## config.mk

```make
export PLATFORM = sky130hd
export DESIGN_NAME = ntct_ram
export DESIGN_NICKNAME = d
export VERILOG_FILES = /design/src/number_translation_chain_table_unit_defines.svh /design/src/ntct_ram.sv
export SDC_FILE = /design/constraint.sdc
export NUM_CORES = 1
export LEC_CHECK = 0
export BUFFER_PORTS_ARGS = -buffer_cell sky130_fd_sc_hd__buf_4
export CAP_MARGIN = 10
export CORE_ASPECT_RATIO = 1.75
export CORE_MARGIN = 2
export CORE_UTILIZATION = 65
export DETAILED_ROUTE_END_ITERATION = 10
export PLACE_DENSITY = 0.94
export SYNTH_ARGS = -nofsm -noshare
export SYNTH_HDL_FRONTEND = slang
export SYNTH_SLANG_ARGS = --single-unit
```

## constraint.sdc

```tcl
create_clock -name clock -period 2.8 [get_ports clock]
set_input_delay 0.42 -clock clock [delete_from_list [all_inputs] [get_ports clock]]
set_output_delay 0.42 -clock clock [all_outputs]
set_load 0.005 [all_outputs]
```

## src/number_translation_chain_table_unit_defines.svh

```systemverilog
// assertion macros shared by the translation table rtl
// no dependencies; included by files that carry assertions
`ifndef NUMBER_TRANSLATION_CHAIN_TABLE_UNIT_DEFINES_SVH
`define NUMBER_TRANSLATION_CHAIN_TABLE_UNIT_DEFINES_SVH

// same-cycle implication, checked outside reset
`define NTCT_ASSERT_IMP(label, clk, rst, ante, cons) \
   label: assert property (@(posedge clk) disable iff (rst) (ante) |-> (cons)) \
      else $error("ntct assertion failed");

// next-cycle implication, checked outside reset
`define NTCT_ASSERT_NXT(label, clk, rst, ante, cons) \
   label: assert property (@(posedge clk) disable iff (rst) (ante) |=> (cons)) \
      else $error("ntct assertion failed");

`endif

```

## src/ntct_ram.sv

```systemverilog
// generic single-write, single-read ram with registered read data
// no dependencies
module ntct_ram #(
   parameter int WIDTH = 8,
   parameter int DEPTH = 16
) (
   input  logic                     clock,
   input  logic                     wr_en,
   input  logic [$clog2(DEPTH)-1:0] wr_addr,
   input  logic [WIDTH-1:0]         wr_data,
   input  logic                     rd_en,
   input  logic [$clog2(DEPTH)-1:0] rd_addr,
   output logic [WIDTH-1:0]         rd_data
);

   logic [WIDTH-1:0] mem [DEPTH];

   always_ff @(posedge clock) begin
      if (wr_en) begin
         mem[wr_addr] <= wr_data;
      end
      if (rd_en) begin
         rd_data <= mem[rd_addr];
      end
   end

endmodule

```

==> results.env <==
STATUS='finished, final reports clean'
CLK_SLEW_ON_WORST_S_H_PATHS_NS=0.06
ROUTE.ANTENNA.REMAINING_NETS=0
CLK-INSERTION-DELAY-LATE_NS=0.42
FINAL.MIN_CLOCK_PERIOD_NS=1.79
INITIAL_UTIL=0.665
DETAIL_ROUTE.FIRST_PASS.ITERATIONS=4
TIMING.CRITICAL_PATH.FROM='rd_addr[0]'
MAXCAPVIOLCOUNT=0
CHIPHEIGHT_UM=123
GRT_UTIL_MET3=0.0837
MIN-DELAY-START='rd_en'
DESIGN_POWER_TOTAL_W=0.00460
ROUTED_WL_MM=10.9
WORST-ENDPOINT-ARRIVAL_NS=1.94
POSTCTSRESIZEDCELLS=0
NETLIST-CELL-TYPE-COUNT=18
SETUP_VIOLATIONS=0
POWER_PER_CELL_AREA_nW_PER_UM2=754
VIA_PER_INST=6.86
PLACE_HPWL_MM=6.08
MAXSLEWHEADROOM=0.473
PIN_COUNT=27
GRT.MET2_USAGE=0.451
HTREEDEPTH=4
REG2REG_SLACK_NS=1.27
FINISH.UTILIZATION=0.776
FLOORPLAN.DIE_AREA_UM2=8800
CTS_SETUP_BUFFERS=0
FIN_CRIT_SH=0.639
SYN_TO_FINAL_GROWTH_PCT=16.5
DRC_ERRORS=0
CRIT_PATH_START_KIND='input port'
ANTENNA_CELLS=0
STARTPOINT_OF_THE_WORST_SLACK_REG_TO_REG_TIMING_PATH='mem[1][1]'
GRT_START_MAX_NET_PINS=33
ANTENNA_FOUND_INITIAL=0
STATIC-LEAKAGE-POWER_nW=2.07
FINAL_CRITICAL_PATH_SETUP_SLACK_NS=1.01
PLACEMENTROWS=43
FLOORPLAN.DIE.WIDTH_UM=71.8
R2R_CELLS=3
SYNTH_FP_NETS=248
SYNTHCELLS=229
INITIALDRTVIOLATIONCOUNT=211
ROUTEDWLPERCELL_UM=28.7
WORST_PIN_SLEW_NS=0.788
WORST_R2R_ENDPOINT='rd_data[1]'
POSTLAYOUTCELLAREA_UM2=6090
CTS_MAX_PATH_BUFFERS=2
WORST_SETUP_PATH_END_KIND='register'
PLACEABLECOREAREA_UM2=7860
CTS_ROOT_BUFFER='clkbuf_16'
GP_CONGESTION=0.748
NNETSFINAL=296
PORTBUFS=26
POST_SYNTHESIS_REGISTER_BIT_COUNT=136
DPL-INSTANCE-AREA_UM2=5550
TIMING.CRITICAL_PATH.REQUIRED_NS=2.95
SYNTH-WARNING-COUNT=0
SYNTH_SEQUENTIAL_AREA_RATIO=0.781
FIRST_PASS_GRT_WIRE_LENGTH_MM=16.2
SYNTH.AVG_CELL_AREA_UM2=22.8
SYN_AREA_UM2=5230
FINALCLOCKSKEW_NS=0.00653
TNS_NS=0
VIA_COUNT=2599
HOLD_PATH_CLASS='in2reg'
GROUTE.LAYER.MET1.USAGE=0.326
GRT_SETUP_UNREPAIRED='false'
VIAS_IN_THE_FIRST_GLOBAL_ROUTE=2738
GRT_REMAINING_OVERFLOW=0
WORSTSETUPENDPOINT='rd_data[1]'
DP_SLACK_NS=0.634
CTS_BUFFERS=17
GRT_USE_TOTAL=0.276
PEAKVDDDROP_V=0.000773
CTS_TREE='built'
DRV_SLEW=0
CRIT_PATH_KIND='in2reg'
FINAL_HOLD_VIOL_COUNT=0
ACHIEVABLE-FREQUENCY_MHz=559
CP_MAX_FO=32
GLOBALROUTE.BUSIESTLAYER='met2'
FINAL_LAYOUT_SIZE_SUFFIX_GT1_FRAC=0.291
CTS.SINKS=136
CTS-HOLD-FIX-BUFFERS=0
logic make-up (layout without fill, tap and decap cells):
group	after synthesis	count (layout)	synth area share
AO/OA/AOI/OAI	16	16	0.0230
buffers and inverters	10	70	0.0165
flip-flops	136	136	0.781
multiplexers	32	32	0.148
AND/OR/NAND/NOR	35	35	0.0314
where the power goes:
part           internal (W)  total [W]  switching (W)  leakage (nW)
Combinational     0.0000948   0.000215       0.000121         0.565
Sequential          0.00230    0.00231      0.0000129          1.24
Clock               0.00129    0.00207       0.000780         0.268
Total               0.00368    0.00460       0.000914          2.07
registers in the layout, summed over array words and instances (netlist names):
signal / count
rd_data: 8
mem: 128
final cells by class:
class | count | area [um^2]
flip-flops and latches | 136 | 4080
fillers | 393 | 1760
multi-input cells | 83 | 1060
clock buffers | 21 | 440
repair buffers | 39 | 293
well taps | 90 | 113
clock inverters | 10 | 105
layer usage:
metal  vias up  wire [um]
li1       1080          -
met1      1321       3850
met2       158       5860
met3        40        714
met4         0        447
met5         -          0
cells in the mapped netlist, drive strengths merged:
| master | n | area (um^2) |
|---|---|---|
| and2 | 1 | 6.26 |
| nor2b | 1 | 6.26 |
| or3b | 1 | 8.76 |
| nand2 | 9 | 33.8 |
| nor3 | 4 | 20.0 |
| nand3 | 1 | 5.00 |
| nand2b | 2 | 12.5 |
| and2b | 1 | 7.51 |
| a22oi | 16 | 120 |
| edfxtp | 136 | 4080 |
| mux4 | 32 | 773 |
| nand3b | 2 | 15.0 |
| clkdlybuf4s25 | 3 | 30.0 |
| buf | 7 | 56.3 |
| nor2 | 13 | 48.8 |
worst max-delay path, stage by stage:
cell and delay, ns:
buf_4 0.47, mux4_1 0.66, a22oi_1 0.24, nand2_1 0.11
per-stage QoR:
stage | hold slack, ns | instances
after global placement | 0.707 | 348
after floorplan | 0.519 | 229
after CTS | 0.280 | 379
after detailed placement | 0.713 | 348
final | 0.289 | 379
after global routing | 0.279 | 379
cells in the final DEF, fill, tap and decap left out, types with 4 or more instances in the layout:
master     synthesis  final
mux4_2            18     18
clkbuf_16          0     17
nor2_1            13     13
edfxtp_1         136    136
nand2_1            9      9
nor3_1             4      4
mux4_1            14     14
buf_4              1     39
clkinv_2           0      5
a22oi_1           16     16
clkbuf_1           0      4
how the worst min path moves through the flow:
stage                  to  slack, ns  cells after the start
5_1_grt        rd_data[0]       0.28                      1
3_3_place_gp    mem[4][6]       0.71                      1
2_1_floorplan   mem[0][0]       0.52                      0
3_5_place_dp    mem[4][1]       0.71                      1
6_report       rd_data[0]       0.29                      1
4_1_cts        rd_data[0]       0.28                      1
No activity file was read; power rests on OpenSTA's default activity.
