[src/number_translation_chain_table_unit_defines.svh]
// assertion macros shared by the translation table rtl
// no dependencies; included by files that carry assertions
`ifndef NUMBER_TRANSLATION_CHAIN_TABLE_UNIT_DEFINES_SVH
`define NUMBER_TRANSLATION_CHAIN_TABLE_UNIT_DEFINES_SVH

// same-cycle implication, checked outside reset
`define NTCT_ASSERT_IMP(label, clk, rst, ante, cons) \
   label: assert property (@(posedge clk) disable iff (rst) (ante) |-> (cons)) \
      else $error("ntct assertion failed");

// next-cycle implication, checked outside reset
`define NTCT_ASSERT_NXT(label, clk, rst, ante, cons) \
   label: assert property (@(posedge clk) disable iff (rst) (ante) |=> (cons)) \
      else $error("ntct assertion failed");

`endif

[src/ntct_pkg.sv]
// shared types, codes and sizes of the translation table unit
// no dependencies
package ntct_pkg;

   localparam int NUM_MAPS      = 4;
   localparam int TABLE_ENTRIES = 64;
   localparam int MAX_DIGITS    = 16;

   localparam int MAP_W = $clog2(NUM_MAPS);
   localparam int IDX_W = $clog2(TABLE_ENTRIES);
   localparam int CNT_W = $clog2(TABLE_ENTRIES + 1);
   localparam int MCN_W = $clog2(NUM_MAPS + 1);

   localparam logic [2:0] MODE_CREATE    = 3'd0;
   localparam logic [2:0] MODE_DELETE    = 3'd1;
   localparam logic [2:0] MODE_INSERT    = 3'd2;
   localparam logic [2:0] MODE_ERASE     = 3'd3;
   localparam logic [2:0] MODE_TRANSFORM = 3'd4;

   localparam logic [2:0] ST_OK         = 3'd0;
   localparam logic [2:0] ST_BAD_ID     = 3'd1;
   localparam logic [2:0] ST_BAD_NUMBER = 3'd2;
   localparam logic [2:0] ST_FULL       = 3'd3;
   localparam logic [2:0] ST_NO_IDS     = 3'd4;

   typedef struct packed {
      logic [2:0]  mode;
      logic [1:0]  map_id;
      logic [63:0] src_digits;
      logic [4:0]  src_length;
      logic [63:0] dst_digits;
      logic [4:0]  dst_length;
   } req_type;

   typedef struct packed {
      logic [2:0]  status;
      logic [1:0]  new_map_id;
      logic [63:0] result_digits;
      logic [4:0]  result_length;
      logic        cycle_found;
   } rsp_type;

   typedef struct packed {
      logic [1:0]  map;
      logic [63:0] src;
      logic [4:0]  src_len;
      logic [63:0] tgt;
      logic [4:0]  tgt_len;
   } entry_type;

   typedef struct packed {
      logic        ok;
      logic [63:0] masked;
   } num_chk_type;

   typedef enum logic [2:0] {
      S_IDLE   = 3'b001,
      S_SEARCH = 3'b010,
      S_DONE   = 3'b100
   } state_type;

endpackage

[src/ntct_numchk.sv]
// checks a packed decimal number and clears the nibbles above its length
// depends on ntct_pkg
module ntct_numchk (
   input  logic [63:0]          digits,
   input  logic [4:0]           length,
   output ntct_pkg::num_chk_type chk
);
   import ntct_pkg::*;

   always_comb begin
      logic bad;
      bad = (length == 5'd0) || (length > 5'(MAX_DIGITS));
      chk.masked = '0;
      for (int i = 0; i < 16; i++) begin
         if (5'(i) < length) begin
            chk.masked[4*i +: 4] = digits[4*i +: 4];
            if (digits[4*i +: 4] > 4'd9) begin
               bad = 1'b1;
            end
         end
      end
      chk.ok = !bad;
   end

endmodule

[config.mk]
export PLATFORM = sky130hd
export DESIGN_NAME = ntct_numchk
export DESIGN_NICKNAME = d
export VERILOG_FILES = /design/src/number_translation_chain_table_unit_defines.svh /design/src/ntct_pkg.sv /design/src/ntct_numchk.sv
export SDC_FILE = /design/constraint.sdc
export NUM_CORES = 1
export LEC_CHECK = 0
export BUFFER_PORTS_ARGS = -buffer_cell sky130_fd_sc_hd__buf_4
export CAP_MARGIN = 20
export CORE_UTILIZATION = 32
export DETAILED_ROUTE_END_ITERATION = 16
export GPL_TIMING_DRIVEN = 0
export PLACE_DENSITY = 0.94
export SYNTH_ARGS = -nofsm -noshare
export SYNTH_HDL_FRONTEND = slang
export SYNTH_SLANG_ARGS = --single-unit
[constraint.sdc]
create_clock -name vclk -period 2.61
set_input_delay 0 -clock vclk [all_inputs]
set_output_delay 0 -clock vclk [all_outputs]
set_load 0.03 [all_outputs]
==> results.txt <==
Number of hold violations in the final report: 0. The tools report the initial antenna violation count as 0. The synthesized area per cell is 6.83 µm². The area share of the largest cell type after synthesis works out to 31.1%. The run gives 0 as the global route total overflow.

Endpoint kind of the worst setup timing path: an output port. The final-layout worst hold slack is 0.328 ns. Adding up every negative setup slack in the final design gives 0 ns. For the cell area after synthesis, the log shows 806 µm². The detailed-route wire length per cell came out at 12.2 µm.

The count of nets left with antenna violations once routing finished came out at 0. The logs give 134 for the boundary pin count and 279 for the count of placed standard cells including taps. The power density relative to cell area was 233 nW/µm².

Dominant cell by count in the synthesized netlist: nor2b_1. The final critical-path share of the clock period came out at 73.7%. Once the clock tree was built, the resizer swapped 0 gates to a different size. After floorplanning, the core was sized to cover 2300 µm².

Setup violations remaining at the end of the flow were counted as 0. The synthesized design spends more area on one cell type than any other, namely nor2b_1. In this run the vertical extent of the chip is 52.2 µm. After layout, the worst setup slack is 0.686 ns.

Timing analysis after detailed placement gives a worst setup slack of 0.661 ns. Across the VDD grid, the largest voltage drop is 0.000151 V. The run gives 3.39 mm as the wire length reported by the detailed router.

The slew at the pin closest to its max-slew limit was 0.616 ns; the port buffer count was 133. The critical path in this run is classified as primary input to output port. Timing would allow up to 0.520 GHz.

The worst relative slew slack was 58.6%. The number of different library cells used by synthesis comes to 33. The startpoint identified for the worst hold timing path is digits[4]. Subtracting the final worst setup slack from the clock period gives 1.92 ns. In the synthesized netlist, the number of instances is 118. The number of hold buffers added after CTS came out at 0.

The flow ran to the end, and the final reports show no timing, DRC or antenna violations. The count of cells along the worst hold path came out at 3. The placed instances occupy a cell area of 1840 µm². In the routed layout, each cell is associated on average with a via count of 4.78.

The run gives 0.944 nW as the static power due to leakage. Counting instances in the post-synthesis netlist gives the leading cell types as nor2b_1, o21ai_0, and2b_1. Clock buffers in the final layout number 0.

The path class of the tightest hold or removal check is primary input to output port. For this configuration, the core starts out at a cell density of 35.1%. The finished layout holds 279 standard cells, fillers aside. Setup repair after global routing left no endpoint under its margin. The required time at the endpoint of the critical path was 2.61 ns. Yosys printed 0 warnings.

In this run the post-CTS setup repair buffer count came out at 0. Detailed routing inserted a total of 1333 vias. The post-route cell area is 1840 µm².

The first global-routing pass estimated 4.75 mm of wire. Row generation in the floorplan step produced 17 rows. In the final layout, the share of cells above drive strength 1 is 59.8%. The tools report the maximum number of pins on one net before global-route repair as 11. For the violation count after the first detailed-routing iteration, the log shows 1.

Number of sequential storage elements: 0. The sort of element at the start of the critical path is a primary input. The end point of the worst hold path is chk[4].

STA puts the critical path data arrival time at 1.92 ns. Along the worst path, the maximum fanout reaches 10. The overall routing resource usage is 22.1%, and the sequential standard cell area is 0 µm². Compared with the post-synthesis result, the final layout area differs by 128%. The die span in x is 52.2 µm. The run gives 0 as the final count of pins violating max slew. By area the synthesized netlist is led by nor2b_1, and2b_1, o21ai_0, and2_1, and2b_2.

The number of diodes is 0, and the sequential fraction of the synthesis area is 0%. The first TritonRoute pass finished after 4 iterations. The floorplan step defined a die boundary enclosing 2720 µm².

In the routed design, unresolved DRC markers number 0. In the final design database the tool counted 322 nets. The total nets after synthesis was 187; the HPWL after detailed placement was 3.01 mm.

The logs give 1179 for the number of global-route vias before repair and 0.692 for the routability congestion estimate from global placement. The number of fill cells in the layout was 176; the count of max-cap constraint violations was 0.
==> stage by stage <==
| step | utilization (%) | total power [mW] |
|---|---|---|
| 2_1_floorplan | - | 0.232 |
| 3_3_place_gp | 80.1 | 0.424 |
| 3_5_place_dp | 80.1 | 0.429 |
| 4_1_cts | 80.1 | 0.430 |
| 5_1_grt | 80.1 | 0.454 |
| 6_report | 80.1 | 0.428 |
==> layout make-up <==
class                           count  area (µm²)  area share, %
Timing Repair Buffer              133         998           54.3
Tap cell                           28        35.0           1.90
Buffer                              5        47.5           2.59
Multi-Input combinational cell    113         758           41.2
==> cells by family (layout without fill, tap and decap cells) <==
kind of cell	count (synthesis)	in the layout	synth area share [%]
compound gates	35	35	27.8
simple gates	78	78	66.3
buf+inv	5	138	5.90
==> critical path, stage by stage <==
cell      delay, ns
buf_4          0.12
clkbuf_4       0.18
nor3_1         0.49
o22ai_1        0.13
or4_1          0.52
nor4_2         0.28
buf_4          0.20
==> power breakdown <==
part | leakage, nW | total, mW | internal, mW | switching, mW
combinational | 0.944 | 0.428 | 0.197 | 0.231
clock | 0 | 0 | 0 | 0
sequential | 0 | 0 | 0 | 0
total | 0.944 | 0.428 | 0.197 | 0.231
==> placed cells by master (no fill, tap or decap), types with 2 or more instances in the layout <==
master	Yosys	layout
nand2_1	2	2
o21ai_0	16	16
o211ai_1	2	2
nor2_1	4	4
buf_6	2	2
nor2b_1	40	40
o22ai_1	2	2
and2b_2	4	4
and2b_1	12	12
a31oi_1	2	2
buf_4	0	133
o21a_1	2	2
and2_1	7	7
a21oi_1	3	3
==> layer usage <==
metal  share of wire, %  track usage [%]  vias to the layer above
met3                 11             3.48                        0
met5                  0                0                        -
met1                 35             23.8                      575
met4                  0                0                        0
met2                 53             46.4                       76
li1                   -                -                      682
==> worst max-delay path by stage <==
stage	startpoint	to	slack [ns]
after global routing	length[2]	chk[64]	0.50
after detailed placement	length[2]	chk[64]	0.66
after CTS	length[2]	chk[64]	0.66
final	length[2]	chk[64]	0.69
after floorplan	length[1]	chk[64]	0.76
after global placement	length[2]	chk[64]	0.69
No activity file was read; power rests on OpenSTA's default activity.
